## src/hdl/uvs_pkg.sv

```systemverilog
`timescale 1ns / 1ps
package uvs_pkg;

	localparam int COUNT_BITS = 13;
	localparam int DIV_BITS = COUNT_BITS + 1;
	localparam int OUT_FRAC_BITS = 15;
	localparam int POS_BITS = OUT_FRAC_BITS + 1;
	localparam int TEX_FRAC = 16;
	localparam int TEX_BITS = TEX_FRAC + 1;
	localparam int PHASE_BITS = 32;
	localparam int QUOT_BITS = PHASE_BITS + 1;
	localparam int DIV_CELLS = PHASE_BITS;
	localparam int DIV_LAT = DIV_CELLS + 2;
	localparam int HORNER_STEPS = 5;
	localparam int SINE_LAT = 3 * HORNER_STEPS + 3;
	localparam int LATENCY = DIV_LAT + SINE_LAT + 4;
	localparam int Q30_BITS = 31;

	localparam logic [Q30_BITS-1:0] Q30_ONE = 31'h4000_0000;
	localparam logic [Q30_BITS-1:0] HALF_PI_Q30 = 31'd1686629713;

	localparam int CFG_INDEX_BITS = 1;
	localparam logic [CFG_INDEX_BITS-1:0] CFG_SECTOR_COUNT = 1'b0;
	localparam logic [CFG_INDEX_BITS-1:0] CFG_STACK_COUNT = 1'b1;

	localparam logic [COUNT_BITS-1:0] SECTOR_COUNT_RESET = COUNT_BITS'(32);
	localparam logic [COUNT_BITS-1:0] STACK_COUNT_RESET = COUNT_BITS'(16);

	typedef struct packed {
		logic [COUNT_BITS-1:0] stack_index;
		logic [COUNT_BITS-1:0] sector_index;
	} request_t;

	typedef struct packed {
		logic signed [POS_BITS-1:0] pos_x;
		logic signed [POS_BITS-1:0] pos_y;
		logic signed [POS_BITS-1:0] pos_z;
		logic [TEX_BITS-1:0] tex_s;
		logic [TEX_BITS-1:0] tex_t;
		logic index_error;
	} result_t;

	// One slot of the long-division chain.
	typedef struct packed {
		logic [DIV_BITS-1:0] rem;
		logic [QUOT_BITS-1:0] quot;
		logic [TEX_BITS-1:0] tex;
	} div_lane_t;

	// One slot of the Horner chain of the quarter-wave sine.
	typedef struct packed {
		logic [Q30_BITS-1:0] x;
		logic [31:0] x2;
		logic [Q30_BITS-1:0] t;
	} horner_lane_t;

	function automatic int horner_div(input int step);
		case (step)
			0: return 110;
			1: return 72;
			2: return 42;
			3: return 20;
			default: return 6;
		endcase
	endfunction

endpackage

```

## src/hdl/uvs_div_cell.sv

```systemverilog
`timescale 1ns / 1ps
module uvs_div_cell (
	input logic clk,
	input logic [uvs_pkg::DIV_BITS-1:0] divisor,
	input logic capture,
	input uvs_pkg::div_lane_t lane_in,
	output uvs_pkg::div_lane_t lane_out
);

	logic [uvs_pkg::DIV_BITS:0] dbl;
	logic [uvs_pkg::DIV_BITS:0] diff;
	logic [uvs_pkg::DIV_BITS:0] rsum;
	logic bit_q;
	logic round_up;
	logic [uvs_pkg::QUOT_BITS-1:0] tex_sum;
	uvs_pkg::div_lane_t lane_s1;

	always_comb begin
		dbl = {lane_in.rem, 1'b0};
		diff = dbl - {1'b0, divisor};
		bit_q = dbl >= {1'b0, divisor};
		// Rounded quotient so far: add half the divisor to the remainder.
		rsum = {1'b0, lane_in.rem} + {2'b00, divisor[uvs_pkg::DIV_BITS-1:1]};
		round_up = rsum >= {1'b0, divisor};
		tex_sum = lane_in.quot + uvs_pkg::QUOT_BITS'(round_up);
	end

	always_ff @(posedge clk) begin
		lane_s1.rem <= bit_q ? diff[uvs_pkg::DIV_BITS-1:0] : dbl[uvs_pkg::DIV_BITS-1:0];
		lane_s1.quot <= {lane_in.quot[uvs_pkg::QUOT_BITS-2:0], bit_q};
		lane_s1.tex <= capture ? tex_sum[uvs_pkg::TEX_BITS-1:0] : lane_in.tex;
	end

	assign lane_out = lane_s1;

endmodule

```

## src/hdl/uvs_div_chain.sv

```systemverilog
`timescale 1ns / 1ps
module uvs_div_chain #(
	parameter int TEX_TAP = uvs_pkg::TEX_FRAC
) (
	input logic clk,
	input logic [uvs_pkg::DIV_BITS-1:0] divisor,
	input logic [uvs_pkg::COUNT_BITS-1:0] numer,
	output logic [uvs_pkg::PHASE_BITS-1:0] phase,
	output logic [uvs_pkg::TEX_BITS-1:0] tex
);

	uvs_pkg::div_lane_t lane [uvs_pkg::DIV_CELLS+1];
	uvs_pkg::div_lane_t head_s1;
	logic [uvs_pkg::DIV_BITS-1:0] numer_ext;
	logic ge;
	logic [uvs_pkg::DIV_BITS:0] rsum;
	logic round_up;
	logic [uvs_pkg::QUOT_BITS-1:0] qsum;
	logic [uvs_pkg::PHASE_BITS-1:0] phase_s34;
	logic [uvs_pkg::TEX_BITS-1:0] tex_s34;

	assign numer_ext = {1'b0, numer};
	assign ge = numer_ext >= divisor;

	// Integer bit of the quotient; every cell after it adds one fraction bit.
	always_ff @(posedge clk) begin
		head_s1.rem <= ge ? numer_ext - divisor : numer_ext;
		head_s1.quot <= uvs_pkg::QUOT_BITS'(ge);
		head_s1.tex <= '0;
	end

	assign lane[0] = head_s1;

	for (genvar k = 0; k < uvs_pkg::DIV_CELLS; k++) begin : g_cell
		uvs_div_cell u_cell (
			.clk(clk),
			.divisor(divisor),
			.capture(k == TEX_TAP),
			.lane_in(lane[k]),
			.lane_out(lane[k+1])
		);
	end

	always_comb begin
		rsum = {1'b0, lane[uvs_pkg::DIV_CELLS].rem} + {2'b00, divisor[uvs_pkg::DIV_BITS-1:1]};
		round_up = rsum >= {1'b0, divisor};
		qsum = lane[uvs_pkg::DIV_CELLS].quot + uvs_pkg::QUOT_BITS'(round_up);
	end

	always_ff @(posedge clk) begin
		phase_s34 <= qsum[uvs_pkg::PHASE_BITS-1:0];
		tex_s34 <= lane[uvs_pkg::DIV_CELLS].tex;
	end

	assign phase = phase_s34;
	assign tex = tex_s34;

endmodule

```

## config.mk

```make
export PLATFORM = sky130hd
export DESIGN_NAME = uvs_div_chain
export DESIGN_NICKNAME = d
export VERILOG_FILES = /design/src/hdl/uvs_pkg.sv /design/src/hdl/uvs_div_cell.sv /design/src/hdl/uvs_div_chain.sv
export SDC_FILE = /design/constraint.sdc
export NUM_CORES = 2
export LEC_CHECK = 0
export BUFFER_PORTS_ARGS = -buffer_cell sky130_fd_sc_hd__buf_2
export CORE_AREA = 2 2 324 326
export DETAILED_ROUTE_END_ITERATION = 7
export DIE_AREA = 0 0 326 328
export GPL_TIMING_DRIVEN = 0
export HOLD_SLACK_MARGIN = 0.05
export PLACE_DENSITY = 0.8
export SLEW_MARGIN = 20
export SYNTH_ARGS = -nofsm -noshare
export SYNTH_HDL_FRONTEND = slang
export SYNTH_SLANG_ARGS = --single-unit
```

## constraint.sdc

```tcl
create_clock -name clk -period 16.7 [get_ports clk]
set_input_delay 2.505 -clock clk [delete_from_list [all_inputs] [get_ports clk]]
set_output_delay 2.505 -clock clk [all_outputs]
set_load 0.1 [all_outputs]
```

==> impl_metrics.env <==
export IMPL_post_route_cell_area_mm2=0.06372
export IMPL_cts_tree="built"
export IMPL_fmax_ghz=0.1290
export IMPL_critPathArrivalTime_ps=8380
export IMPL_critPathKind="in -> reg"
export IMPL_cp_max_fo=20
export IMPL_relSlewSlack_pct=21.77
export IMPL_ioPinCount=77
export IMPL_wl_per_cell_um=17.66
export IMPL_netSwitchingFraction_pct=37.72
export IMPL_hp_class="reg -> reg"
export IMPL_seqPwrFrac_pct=34.7
export IMPL_synthToLayoutAreaGrowth_pct=12.67
export IMPL_mostFrequentLayoutCell="dfxtp_1"
export IMPL_portBuffers=76
export IMPL_numClockSinks=1328
export IMPL_syn_area_per_cell_um2=10.49
export IMPL_final_min_period_over_clock_period_pct=46.42
export IMPL_cts_hold_buf=0
export IMPL_grt_pass1_vias=40453
export IMPL_max_vdd_ir_drop_v=0.0002149
export IMPL_numCtsBuffers=132
export IMPL_grt_pass1_wl_um=203000
export IMPL_setup_tns_ps=0
export IMPL_grtUsageTotal_pct=23.20
export IMPL_p_per_area_mw_per_mm2=246.6
export IMPL_status="complete, no violations"
export IMPL_p_leak_nw=27.53
export IMPL_hpwl_um=83970
export IMPL_dieArea_mm2=0.1069
export IMPL_final_antenna_net_count=0
export IMPL_multiInputGateArea_mm2=0.02871
export IMPL_ys_ff_latch=1328
export IMPL_hold_depth=0
export IMPL_cap_viol_max_count=0
export IMPL_routed_wl_um=125400
export IMPL_viasPerCell=5.712
export IMPL_seqCellArea_mm2=0.02659
export IMPL_critPathLaunchType="input port"
export IMPL_final_min_clock_period_ps=7751
export IMPL_core_mm2=0.1032
export IMPL_n_antenna_cell=0
export IMPL_postCtsSetupRepairBufs=0
export IMPL_synth_edf_count=0
export IMPL_skew_ps=45.54
export IMPL_cts_resized=0
export IMPL_dr_pass1_iters=6
export IMPL_synth_nets=5976
export IMPL_place_area_mm2=0.05901
export IMPL_start_util_pct=54.80
export IMPL_clk_latency_ps=760
export IMPL_p_comb_share_pct=45.4
export IMPL_drv_slew=0
export IMPL_final_cell_mix="dfxtp_1 (1328), ha_1 (520), nor2_1 (364)"
export IMPL_fin_nets=6199
export IMPL_ys_async_sr_fraction_pct=0
export IMPL_antenna_found_initial=1
export IMPL_synth_yosys_seq_area_share_pct=47.01
export IMPL_required_ps=17330
export IMPL_finalHoldViolations=0
export IMPL_ctsHtreeMaxLevel=4
export IMPL_yosys_warnings=0
export IMPL_die_x_um=326
export IMPL_num_rows=118
export IMPL_holdWs_ps=282.9
export IMPL_syn_inst=5392
export IMPL_grt_remaining_overflow=0
export IMPL_ys_flop_type="dfxtp_1"
export IMPL_rsz0062_at_grt="false"
export IMPL_worstMarginPinSlew_ps=1173
export IMPL_path_clk_slew_ps=60
export IMPL_die_height_um=328
export IMPL_drtIter0Drc=3006
export IMPL_fill_cells=7817
export IMPL_gp_congestion=0.8774
export IMPL_end_kind="register"
export IMPL_setup_viol=0
export IMPL_cts_root_buf="clkbuf_16"
export IMPL_synth_cell_types=99
export IMPL_p_clk_share_pct=19.9
export IMPL_internal_power_mw=9.789
export IMPL_cts_buffer_depth=3
export IMPL_drc=0
export IMPL_grt_start_max_net_pins=43
export IMPL_netSwitchingPower_mw=5.928
export IMPL_reg2reg_depth=22
export IMPL_synth_area_mm2=0.05656
export IMPL_drive_above_1_share_pct=13.12
export IMPL_route_vias_total=40546
layer usage:
layer | global-route usage, % | wire length, um
met2 | 38.89 | 58370
met4 | 10.42 | 4890
met3 | 3.949 | 7681
met1 | 29.34 | 54440
met5 | 0 | 0
power groups by stage:
| stage | clock (mW) | sequential [mW] | combinational, mW |
|---|---|---|---|
| 3_3_place_gp | 0 | 5.40 | 6.71 |
| 4_1_cts | 3.18 | 5.46 | 7.06 |
| 2_1_floorplan | 0 | 5.58 | 5.28 |
| 3_5_place_dp | 0 | 5.47 | 6.90 |
| 6_report | 3.13 | 5.45 | 7.14 |
| 5_1_grt | 3.31 | 5.58 | 7.86 |
final timing paths:
kind                                   from  slack, ps                              to
min          g_cell[25].u_cell.lane_out[20]        280  g_cell[26].u_cell.lane_out[21]
max                              divisor[1]       8950                       phase[22]
max reg2reg  g_cell[31].u_cell.lane_out[51]      10970                       phase[22]
min reg2reg  g_cell[25].u_cell.lane_out[20]        280  g_cell[26].u_cell.lane_out[21]
state kept, by name, summed over array words and instances, names as in the netlist:
| register | cells |
|---|---|
| g_cell.u_cell.lane_out | 1264 |
| head_s1 | 15 |
| tex | 17 |
| phase | 32 |
synth_stat cells, types with 108 or more instances:
cell type  number  area share, %
dfxtp_1      1328             47
ha_1          520             12
nor2_1        364            2.4
mux2_2        316            6.3
a21oi_1       307            2.7
nand2_1       280            1.9
o21ai_0       236            2.1
xnor2_1       214            3.3
inv_1         207            1.4
a21o_1        143            1.9
xor2_1        124            1.9
nor2b_1       109            1.2
nor3_1        108           0.96
kinds of logic (layout without fill, tap and decap cells):
kind of cell	Yosys count	after routing	synth area share (%)
adder cells (fa/ha/maj)	556	556	12.78
AO/OA/AOI/OAI	1217	1217	14.24
AND/OR/NAND/NOR	1279	1279	11.12
XOR/XNOR	338	338	5.234
buffers and inverters	300	626	2.232
flip-flops	1328	1328	47.01
multiplexers	374	374	7.387
layout make-up:
class / instances / area share [%]
multi-input cells: 3764 / 45.05
flip-flops and latches: 1328 / 41.72
clock buffers: 174 / 5.845
well taps: 1380 / 2.710
clock inverters: 63 / 1.559
inverters: 208 / 1.268
repair buffers: 89 / 1.084
plain buffers: 92 / 0.7618
per-stage QoR:
stage                     std cells  power (mW)  util, %  worst slack, ps
final                          7098       15.72    61.75             8949
after global routing           7098       16.75    61.75             8538
after CTS                      7098       15.70    61.75             9055
after detailed placement       6861       12.37    57.17             8364
after global placement         6848       12.11    56.84             7276
after floorplan                5392       10.86        -             9570
critical path, stage by stage:
cell and delay [ps]:
buf_4 250, buf_12 250, ha_1 250, a21o_1 200
a21oi_1 220, o21ai_0 190, o41ai_1 720, o21ai_0 190
o21ai_0 210, a22oi_1 100, ha_1 320, nand4_1 80
o311ai_0 410, a31oi_1 170, o31ai_1 120, ha_1 220
ha_1 210, nand2_1 100, nor2_1 430, nand3_1 340
nor2_1 310, and2_1 270, nand3_1 120, xnor2_1 130
Power figures use the tool's default switching activity.
